==> src/rtl/core/hnf_pkg.sv <==
// Shared types, character codes and letter tables for the Hebrew numeral formatter.
package hnf_pkg;

    // Default cap on the input value; larger values are saturated to it.
    localparam int unsigned MaxValueDef = 16383;

    // Field widths.
    localparam int unsigned ValueW = 14;
    localparam int unsigned CodeW  = 16;

    // Arithmetic constants.
    localparam logic [ValueW-1:0] TavStep = 14'd400;

    // Character codes.
    localparam logic [CodeW-1:0] CodeNone       = 16'h0000;
    localparam logic [CodeW-1:0] CodeTav        = 16'h05EA;
    localparam logic [CodeW-1:0] CodeTet        = 16'h05D8;
    localparam logic [CodeW-1:0] CodeVav        = 16'h05D5;
    localparam logic [CodeW-1:0] CodeZayin      = 16'h05D6;
    localparam logic [CodeW-1:0] CodeGeresh     = 16'h0027;
    localparam logic [CodeW-1:0] CodeGershayim  = 16'h0022;

    // Letter tables: hundreds (qof..tav), tens (yod..tsadi), ones (alef..tet).
    localparam logic [CodeW-1:0] HundredsCodes [4] = '{
        16'h05E7, 16'h05E8, 16'h05E9, 16'h05EA
    };
    localparam logic [CodeW-1:0] TensCodes [9] = '{
        16'h05D9, 16'h05DB, 16'h05DC, 16'h05DE, 16'h05E0,
        16'h05E1, 16'h05E2, 16'h05E4, 16'h05E6
    };
    localparam logic [CodeW-1:0] OnesCodes [9] = '{
        16'h05D0, 16'h05D1, 16'h05D2, 16'h05D3, 16'h05D4,
        16'h05D5, 16'h05D6, 16'h05D7, 16'h05D8
    };

    // Input word.
    typedef struct packed {
        logic [ValueW-1:0] value;
        logic              add_quotes;
    } in_word_t;

    // Output word.
    typedef struct packed {
        logic [CodeW-1:0] char_code;
        logic             last;
        logic             empty_res;
    } out_word_t;

    // Which character the datapath registers for the output word.
    typedef enum logic [2:0] {
        EMIT_NONE,
        EMIT_EMPTY,
        EMIT_TAV,
        EMIT_HEAD,
        EMIT_GERSH,
        EMIT_TAIL
    } emit_sel_t;

    // Commands from the controller to the datapath.
    typedef struct packed {
        logic      load;
        logic      decomp;
        emit_sel_t emit_sel;
        logic      last;
        logic      tail_geresh;
    } hnf_cmd_t;

    // Status from the datapath to the controller.
    typedef struct packed {
        logic is_zero;
        logic over_400;
        logic cnt_one;
        logic quotes;
        logic any_out;
    } hnf_status_t;

endpackage

==> src/rtl/core/hnf_datapath.sv <==
// Datapath: value register, tav countdown, letter queue and output word register.
module hnf_datapath #(
    parameter int unsigned MAX_VALUE = hnf_pkg::MaxValueDef
) (
    input  logic                clk,
    input  logic                rst_n,
    input  hnf_pkg::in_word_t   in_word,
    input  hnf_pkg::hnf_cmd_t   cmd,
    output hnf_pkg::hnf_status_t status,
    output logic                out_strobe,
    output hnf_pkg::out_word_t  out_word
);
    import hnf_pkg::*;

    localparam logic [ValueW-1:0] MaxVal = ValueW'(MAX_VALUE);

    logic [ValueW-1:0] num_reg;
    logic              quotes_reg;
    logic              any_reg;
    logic [CodeW-1:0]  q_reg [3];
    logic [1:0]        cnt_reg;
    logic [CodeW-1:0]  tail_reg;
    logic              out_strobe_reg;
    out_word_t         out_word_reg;

    logic [ValueW-1:0] value_sat;
    logic [8:0]        rem_400;
    logic [2:0]        hund;
    logic [6:0]        rem_100;
    logic [3:0]        tens;
    logic [3:0]        ones;
    logic [CodeW-1:0]  lst [3];
    logic [1:0]        lst_cnt;
    out_word_t         word_next;

    // Saturate the incoming value.
    assign value_sat = (in_word.value > MaxVal) ? MaxVal : in_word.value;

    // Split the remainder (at most 400) into hundreds, tens and ones.
    assign rem_400 = num_reg[8:0];

    always_comb
    begin
        if (rem_400 >= 9'd400)
            hund = 3'd4;
        else if (rem_400 >= 9'd300)
            hund = 3'd3;
        else if (rem_400 >= 9'd200)
            hund = 3'd2;
        else if (rem_400 >= 9'd100)
            hund = 3'd1;
        else
            hund = 3'd0;
    end

    always_comb
    begin
        case (hund)
            3'd4:    rem_100 = 7'(rem_400 - 9'd400);
            3'd3:    rem_100 = 7'(rem_400 - 9'd300);
            3'd2:    rem_100 = 7'(rem_400 - 9'd200);
            3'd1:    rem_100 = 7'(rem_400 - 9'd100);
            default: rem_100 = rem_400[6:0];
        endcase
    end

    // Tens digit by a compare chain; ones digit from the matching offset.
    always_comb
    begin
        if (rem_100 >= 7'd90)
            tens = 4'd9;
        else if (rem_100 >= 7'd80)
            tens = 4'd8;
        else if (rem_100 >= 7'd70)
            tens = 4'd7;
        else if (rem_100 >= 7'd60)
            tens = 4'd6;
        else if (rem_100 >= 7'd50)
            tens = 4'd5;
        else if (rem_100 >= 7'd40)
            tens = 4'd4;
        else if (rem_100 >= 7'd30)
            tens = 4'd3;
        else if (rem_100 >= 7'd20)
            tens = 4'd2;
        else if (rem_100 >= 7'd10)
            tens = 4'd1;
        else
            tens = 4'd0;
        ones = 4'(rem_100 - 7'(tens) * 7'd10);
    end

    // Assemble the letter list in reading order; fifteen and sixteen use tet first.
    always_comb
    begin
        lst[0]  = CodeNone;
        lst[1]  = CodeNone;
        lst[2]  = CodeNone;
        lst_cnt = 2'd0;
        if (hund != 3'd0)
        begin
            lst[lst_cnt] = HundredsCodes[2'(hund - 3'd1)];
            lst_cnt      = lst_cnt + 2'd1;
        end
        if (rem_100 == 7'd15 || rem_100 == 7'd16)
        begin
            lst[lst_cnt] = CodeTet;
            lst_cnt      = lst_cnt + 2'd1;
            lst[lst_cnt] = (rem_100 == 7'd15) ? CodeVav : CodeZayin;
            lst_cnt      = lst_cnt + 2'd1;
        end
        else
        begin
            if (tens != 4'd0)
            begin
                lst[lst_cnt] = TensCodes[4'(tens - 4'd1)];
                lst_cnt      = lst_cnt + 2'd1;
            end
            if (ones != 4'd0)
            begin
                lst[lst_cnt] = OnesCodes[4'(ones - 4'd1)];
                lst_cnt      = lst_cnt + 2'd1;
            end
        end
    end

    // Output word selection.
    always_comb
    begin
        word_next.char_code = CodeNone;
        word_next.last      = cmd.last;
        word_next.empty_res = 1'b0;
        unique case (cmd.emit_sel)
            EMIT_EMPTY:
            begin
                word_next.empty_res = 1'b1;
            end
            EMIT_TAV:   word_next.char_code = CodeTav;
            EMIT_HEAD:  word_next.char_code = q_reg[0];
            EMIT_GERSH: word_next.char_code = CodeGershayim;
            EMIT_TAIL:  word_next.char_code = tail_reg;
            default:    word_next.char_code = CodeNone;
        endcase
    end

    // Control flags and output strobe.
    always_ff @(posedge clk or negedge rst_n)
    begin
        if (!rst_n)
        begin
            out_strobe_reg <= 1'b0;
            cnt_reg        <= 2'd0;
            any_reg        <= 1'b0;
        end
        else
        begin
            out_strobe_reg <= (cmd.emit_sel != EMIT_NONE);
            if (cmd.load)
                any_reg <= 1'b0;
            else if (cmd.emit_sel != EMIT_NONE)
                any_reg <= 1'b1;
            if (cmd.decomp)
                cnt_reg <= lst_cnt;
            else if (cmd.emit_sel == EMIT_HEAD || cmd.emit_sel == EMIT_GERSH)
                cnt_reg <= cnt_reg - 2'd1;
        end
    end

    // Payload registers.
    always_ff @(posedge clk)
    begin
        out_word_reg <= word_next;
        if (cmd.load)
        begin
            num_reg    <= value_sat;
            quotes_reg <= in_word.add_quotes;
        end
        else if (cmd.emit_sel == EMIT_TAV)
        begin
            num_reg <= ValueW'(num_reg - TavStep);
        end
        if (cmd.decomp)
        begin
            q_reg[0] <= lst[0];
            q_reg[1] <= lst[1];
            q_reg[2] <= lst[2];
        end
        else if (cmd.emit_sel == EMIT_HEAD)
        begin
            q_reg[0] <= q_reg[1];
            q_reg[1] <= q_reg[2];
        end
        if (cmd.emit_sel == EMIT_GERSH)
            tail_reg <= q_reg[0];
        else if (cmd.emit_sel == EMIT_HEAD && cmd.tail_geresh)
            tail_reg <= CodeGeresh;
    end

    assign status.is_zero  = (num_reg == '0);
    assign status.over_400 = (num_reg > TavStep);
    assign status.cnt_one  = (cnt_reg == 2'd1);
    assign status.quotes   = quotes_reg;
    assign status.any_out  = any_reg;

    assign out_strobe = out_strobe_reg;
    assign out_word   = out_word_reg;

`ifndef ASSERT_OFF
    a_decomp_fills: assert property (@(posedge clk) disable iff (!rst_n)
        cmd.decomp |=> cnt_reg != 2'd0)
        else $error("letter queue empty after decomposition");
    a_tav_range: assert property (@(posedge clk) disable iff (!rst_n)
        cmd.emit_sel == EMIT_TAV |-> num_reg > TavStep)
        else $error("tav emitted with value not above 400");
    a_head_nonempty: assert property (@(posedge clk) disable iff (!rst_n)
        (cmd.emit_sel == EMIT_HEAD || cmd.emit_sel == EMIT_GERSH) |-> cnt_reg != 2'd0)
        else $error("letter popped from an empty queue");
`endif

endmodule

==> src/rtl/core/hnf_ctrl.sv <==
// Controller state machine that sequences tav, letter and punctuation characters.
module hnf_ctrl (
    input  logic                 clk,
    input  logic                 rst_n,
    input  logic                 start,
    input  hnf_pkg::hnf_status_t status,
    output hnf_pkg::hnf_cmd_t    cmd,
    output logic                 busy
);
    import hnf_pkg::*;

    typedef enum logic [1:0] {
        S_IDLE,
        S_TAV,
        S_LETTERS,
        S_TAIL
    } state_t;

    state_t state_reg;
    state_t state_next;

    // Next state and datapath commands.
    always_comb
    begin
        state_next      = state_reg;
        cmd.load        = 1'b0;
        cmd.decomp      = 1'b0;
        cmd.emit_sel    = EMIT_NONE;
        cmd.last        = 1'b0;
        cmd.tail_geresh = 1'b0;
        unique case (state_reg)
            S_IDLE:
            begin
                if (start)
                begin
                    cmd.load   = 1'b1;
                    state_next = S_TAV;
                end
            end
            S_TAV:
            begin
                if (status.is_zero)
                begin
                    cmd.emit_sel = EMIT_EMPTY;
                    cmd.last     = 1'b1;
                    state_next   = S_IDLE;
                end
                else if (status.over_400)
                begin
                    cmd.emit_sel = EMIT_TAV;
                end
                else
                begin
                    cmd.decomp = 1'b1;
                    state_next = S_LETTERS;
                end
            end
            S_LETTERS:
            begin
                if (!status.cnt_one)
                begin
                    cmd.emit_sel = EMIT_HEAD;
                end
                else if (status.quotes && status.any_out)
                begin
                    // Longer run: double quote goes in before the final letter.
                    cmd.emit_sel = EMIT_GERSH;
                    state_next   = S_TAIL;
                end
                else if (status.quotes)
                begin
                    // Single letter: apostrophe follows it.
                    cmd.emit_sel    = EMIT_HEAD;
                    cmd.tail_geresh = 1'b1;
                    state_next      = S_TAIL;
                end
                else
                begin
                    cmd.emit_sel = EMIT_HEAD;
                    cmd.last     = 1'b1;
                    state_next   = S_IDLE;
                end
            end
            S_TAIL:
            begin
                cmd.emit_sel = EMIT_TAIL;
                cmd.last     = 1'b1;
                state_next   = S_IDLE;
            end
            default:
            begin
                state_next = S_IDLE;
            end
        endcase
    end

    // State register.
    always_ff @(posedge clk or negedge rst_n)
    begin
        if (!rst_n)
            state_reg <= S_IDLE;
        else
            state_reg <= state_next;
    end

    assign busy = (state_reg != S_IDLE);

`ifndef ASSERT_OFF
    a_start_runs: assert property (@(posedge clk) disable iff (!rst_n)
        (start && !busy) |=> state_reg == S_TAV)
        else $error("accepted word did not start formatting");
    a_idle_after_last: assert property (@(posedge clk) disable iff (!rst_n)
        $fell(busy) |-> $past(cmd.last))
        else $error("controller went idle without a final character");
    a_last_emits: assert property (@(posedge clk) disable iff (!rst_n)
        cmd.last |-> (cmd.emit_sel != EMIT_NONE && state_next == S_IDLE))
        else $error("final flag without an emitted character");
`endif

endmodule

==> src/rtl/core/hebrew_numeral_formatter.sv <==
// Top level of the Hebrew numeral formatter: controller plus datapath.
//
// Usage: drive in_word (value, add_quotes) and raise start; the word is
// accepted at a rising edge where start is high and busy is low.
// The block then emits the numeral one character per output word on
// out_word, each valid for exactly one cycle while out_strobe is high;
// out_word.last marks the final character. A zero value gives one word
// with empty_res and last set. Values above MAX_VALUE are saturated.
// Order: when the value is zero or above 400 the first character (tav or
// empty word) is registered from state S_TAV; otherwise S_TAV first does
// the letter split and the first letter is registered from S_LETTERS.
// A word gives T tav repeats (up to 40), then k letters (1 to 3), and
// one punctuation mark when quotes are added; a zero value gives only
// the empty word. The controller emits one character per cycle, except
// in the letter-split step.
// The final character is strobed in the same cycle that busy falls.
// The receiver cannot stall; every strobe must be taken.
// Reset clears the controller and the output strobe; no words are pending.
module hebrew_numeral_formatter #(
    parameter int unsigned MAX_VALUE = hnf_pkg::MaxValueDef
) (
    input  logic               clk,
    input  logic               rst_n,
    input  logic               start,
    output logic               busy,
    input  hnf_pkg::in_word_t  in_word,
    output logic               out_strobe,
    output hnf_pkg::out_word_t out_word
);
    import hnf_pkg::*;

    hnf_cmd_t    cmd;
    hnf_status_t status;

    // Sequencing controller.
    hnf_ctrl u_ctrl (
        .clk    (clk),
        .rst_n  (rst_n),
        .start  (start),
        .status (status),
        .cmd    (cmd),
        .busy   (busy)
    );

    // Value, letter queue and output register.
    hnf_datapath #(
        .MAX_VALUE (MAX_VALUE)
    ) u_datapath (
        .clk        (clk),
        .rst_n      (rst_n),
        .in_word    (in_word),
        .cmd        (cmd),
        .status     (status),
        .out_strobe (out_strobe),
        .out_word   (out_word)
    );

endmodule

==> config.mk <==
export PLATFORM = sky130hd
export DESIGN_NAME = hebrew_numeral_formatter
export DESIGN_NICKNAME = d
export VERILOG_FILES = /design/src/rtl/core/hnf_pkg.sv /design/src/rtl/core/hnf_datapath.sv /design/src/rtl/core/hnf_ctrl.sv /design/src/rtl/core/hebrew_numeral_formatter.sv
export SDC_FILE = /design/constraint.sdc
export NUM_CORES = 1
export LEC_CHECK = 0
export BUFFER_PORTS_ARGS = -buffer_cell sky130_fd_sc_hd__buf_2
export CAP_MARGIN = 15
export CELL_PAD_IN_SITES_DETAIL_PLACEMENT = 1
export CELL_PAD_IN_SITES_GLOBAL_PLACEMENT = 1
export CORE_ASPECT_RATIO = 2
export CORE_MARGIN = 2
export CORE_UTILIZATION = 50
export DETAILED_ROUTE_END_ITERATION = 6
export GPL_ROUTABILITY_DRIVEN = 0
export PLACE_DENSITY = 0.95
export REMOVE_ABC_BUFFERS = 1
export SLEW_MARGIN = 30
export SYNTH_ARGS = -nofsm -noshare
export SYNTH_HDL_FRONTEND = slang
export SYNTH_SLANG_ARGS = --single-unit
export TNS_END_PERCENT = 100
==> constraint.sdc <==
create_clock -name clk -period 10.2 [get_ports clk]
set_clock_uncertainty 0.05 [all_clocks]
set_input_delay 1.53 -clock clk [delete_from_list [all_inputs] [get_ports clk]]
set_output_delay 1.53 -clock clk [all_outputs]
set_load 0.01 [all_outputs]
==> flow_metrics.env <==
export IMPL_status="finished clean"
export IMPL_vias_per_cell=6.65
export IMPL_post_place_ws_ps=3280
export IMPL_num_vias=3755
export IMPL_initial_core_util_pct=51.1
export IMPL_dp_hpwl_um=9640
export IMPL_path_max_fanout=15
export IMPL_ys_async_sr_fraction_pct=10.7
export IMPL_tns_ps=0
export IMPL_drt_wirelength_per_cell_um=21.5
export IMPL_grt_pass1_vias=4041
export IMPL_diodes=0
export IMPL_clk_pin_slew_ps=80
export IMPL_finalCriticalPeriod_ps=7170
export IMPL_timing_final_crit_share_pct=70.3
export IMPL_worstSetupPathType="reg -> reg"
export IMPL_die_area_sq_mm=0.00915
export IMPL_clock_latency_ps=310
export IMPL_rows=47
export IMPL_max_freq_mhz=139
export IMPL_grt_ovfl_total=0
export IMPL_ys_flop_type="edfxtp_1"
export IMPL_yosysWarnings=0
export IMPL_synth_cell_types=78
export IMPL_fin_nets=507
export IMPL_yosysSeqAreaShare_pct=37.4
export IMPL_drc_errors=0
export IMPL_tightest_slew_ps=961
export IMPL_cts_sinks=56
export IMPL_grt_pass1_wl_um=19700
export IMPL_cts_setup_buffers=0
export IMPL_rsz0062_at_grt="false"
export IMPL_wirelength_um=12100
export IMPL_pin_count=38
export IMPL_global_route_usage_total_pct=28.4
export IMPL_io_buffers=31
export IMPL_drt_iter0_drc=250
export IMPL_postCtsHoldBufs=0
export IMPL_synth_enable_flop_cells=41
export IMPL_die_y_um=133
export IMPL_die_w_um=68.7
export IMPL_syn_area_sq_mm=0.00418
export IMPL_r2r_slack_ps=3030
export IMPL_seqCellArea_sq_mm=0.00156
export IMPL_cts_tree="yes"
export IMPL_largest_reg_flops=19
export IMPL_drive_above_1_share_pct=14.6
export IMPL_worstRegToRegCells=22
export IMPL_final_cell_mix="43 x nand2_1, 41 x edfxtp_1, 31 x buf_2, 29 x nor2_1, 26 x o21ai_0"
export IMPL_cp_start_kind="flop"
export IMPL_grt_max_degree=32
export IMPL_antenna_found_initial=0
export IMPL_fin_ws_ps=3030
export IMPL_firstDrtPassIters=4
export IMPL_syn_avg_cell_area_sq_um=9.21
export IMPL_root_buffer="clkbuf_16"
export IMPL_hold_viol=0
export IMPL_cts_resized=0
export IMPL_fillCellCount=963
export IMPL_slew_violations=0
export IMPL_maxCapViolCount=0
export IMPL_final_common_cell="nand2_1"
export IMPL_multi_input_area_sq_mm=0.00238
export IMPL_core_sq_mm=0.00817
export IMPL_critPathRequiredTime_ps=10180
export IMPL_synth_seq_cells=56
export IMPL_setup_viol=0
export IMPL_cp_arrival_ps=7150
export IMPL_r2r_start="u_datapath.num_reg[4]$_DFFE_PP_"
export IMPL_area_growth_pct=6.52
export IMPL_syn_inst=454
export IMPL_slew_headroom_pct=35.1
export IMPL_crit_start="u_datapath.num_reg[4]$_DFFE_PP_"
export IMPL_cp_endpoint="u_datapath.q_reg[0][1]$_DFFE_PP_"
export IMPL_clk_path_buf_depth=2
export IMPL_endpoint_kind="flop"
export IMPL_worst_r2r_endpoint="u_datapath.q_reg[0][1]$_DFFE_PP_"
export IMPL_hp_class="reg -> reg"
export IMPL_postRouteAntennaNets=0
export IMPL_numCtsBuffers=5
export IMPL_htree_levels=2
[worst max-delay path, cell delays in order (launching register included)]
cell       delay, ps
edfxtp_1         610
inv_1            270
ha_1             300
a21boi_0         150
o221ai_2         630
inv_2            250
nor2_1           270
inv_1            130
fa_1             490
a211oi_1         350
o2111a_1         570
nand2_2          180
nand3b_1         130
o221ai_1         120
nand2_1           90
o21a_1           170
inv_1             80
ha_1             280
o2111a_1         200
a211oi_2         450
o311ai_0         430
a2111oi_0        600
a211oi_1         100
[logic make-up (layout without fill, tap and decap cells)]
family                     Yosys count  after routing  synth area share, %
adders and majority gates           23             23                 7.24
xor gates and xnor gates            11             11                 2.30
buffers and inverters               53             61                 6.35
and+or+nand+nor                    168            168                 20.4
other                                1              6               0.0897
AOI/OAI and AO/OA                  139            139                 25.5
DFF                                 56             56                 37.4
muxes                                3              3                0.748
[Yosys cell counts, drive strengths merged (3+ instances only)]
| cell type | n | area share, % |
|---|---|---|
| dfrtp | 6 | 3.6 |
| xor2 | 5 | 1.0 |
| o21bai | 3 | 0.54 |
| a22o | 3 | 0.63 |
| a2bb2oi | 3 | 0.78 |
| o31ai | 5 | 0.90 |
| dfxtp | 9 | 4.3 |
| a211oi | 5 | 1.0 |
| a221oi | 3 | 0.93 |
| clkbuf | 11 | 0.99 |
| ha | 21 | 6.3 |
| o311ai | 6 | 1.7 |
| a21boi | 3 | 0.54 |
| and2 | 10 | 1.5 |
| a2111oi | 4 | 0.99 |
| xnor2 | 6 | 1.3 |
| and3 | 9 | 1.3 |
| nand3 | 14 | 1.7 |
| o21ai | 33 | 4.2 |
| edfxtp | 41 | 29 |
| nor2b | 6 | 0.90 |
| or2 | 9 | 1.3 |
| o21a | 4 | 0.90 |
| buf | 20 | 3.4 |
| or3 | 3 | 0.45 |
| nor2 | 30 | 2.7 |
| a21o | 4 | 0.72 |
| nand2 | 44 | 4.0 |
| a221o | 6 | 1.4 |
| inv | 22 | 2.0 |
| or4 | 3 | 0.54 |
| o211ai | 4 | 0.72 |
| a32oi | 3 | 0.63 |
| a31oi | 5 | 0.75 |
| nand4 | 7 | 1.0 |
| nor4 | 6 | 0.90 |
| nand2b | 8 | 1.2 |
| a21oi | 26 | 3.6 |
| o221ai | 4 | 1.1 |
| nor3 | 14 | 1.7 |
[layer usage]
metal,global-route usage (%),part of all wire (%)
met5,0,0
met4,18.8,7.2
met3,3.21,3.7
met2,52.7,57
met1,27.1,33
[worst min path at each step]
stage | start | endpoint | slack [ps] | cells past startpoint
after floorplan | u_datapath.tail_reg[0]$_SDFFCE_PN1P_ | u_datapath.out_word[2]$_SDFF_PN0_ | 390 | 1
after global placement | u_datapath.tail_reg[0]$_SDFFCE_PN1P_ | u_datapath.out_word[2]$_SDFF_PN0_ | 400 | 1
after detailed placement | u_datapath.tail_reg[2]$_SDFFCE_PN1P_ | u_datapath.out_word[4]$_SDFF_PN0_ | 410 | 1
after CTS | u_datapath.tail_reg[2]$_SDFFCE_PN1P_ | u_datapath.out_word[4]$_SDFF_PN0_ | 430 | 1
after global routing | u_datapath.tail_reg[4]$_SDFFCE_PN0P_ | u_datapath.out_word[6]$_SDFF_PN0_ | 440 | 1
final | u_datapath.tail_reg[2]$_SDFFCE_PN1P_ | u_datapath.out_word[4]$_SDFF_PN0_ | 420 | 1
[final cells by class]
| type | count | share of cell area (%) |
|---|---|---|
| clock buffers | 5 | 2.81 |
| clock inverters | 3 | 0.590 |
| inverters | 22 | 1.85 |
| multi-input cells | 350 | 53.4 |
| flip-flops and latches | 56 | 35.1 |
| well taps | 98 | 2.75 |
| repair buffers | 31 | 3.48 |
[through the flow]
stage,util (%),instance area (sq um),hold slack (ps),cells
6_report,54.5,4450,423,565
5_1_grt,54.5,4450,444,565
4_1_cts,54.5,4450,428,565
3_5_place_dp,52.6,4300,412,557
3_3_place_gp,52.6,4300,405,557
2_1_floorplan,-,4020,386,428
Power is left out: the tool's default activity adds up to more than one toggle a clock period on the data nets, which glitch-free logic cannot reach.
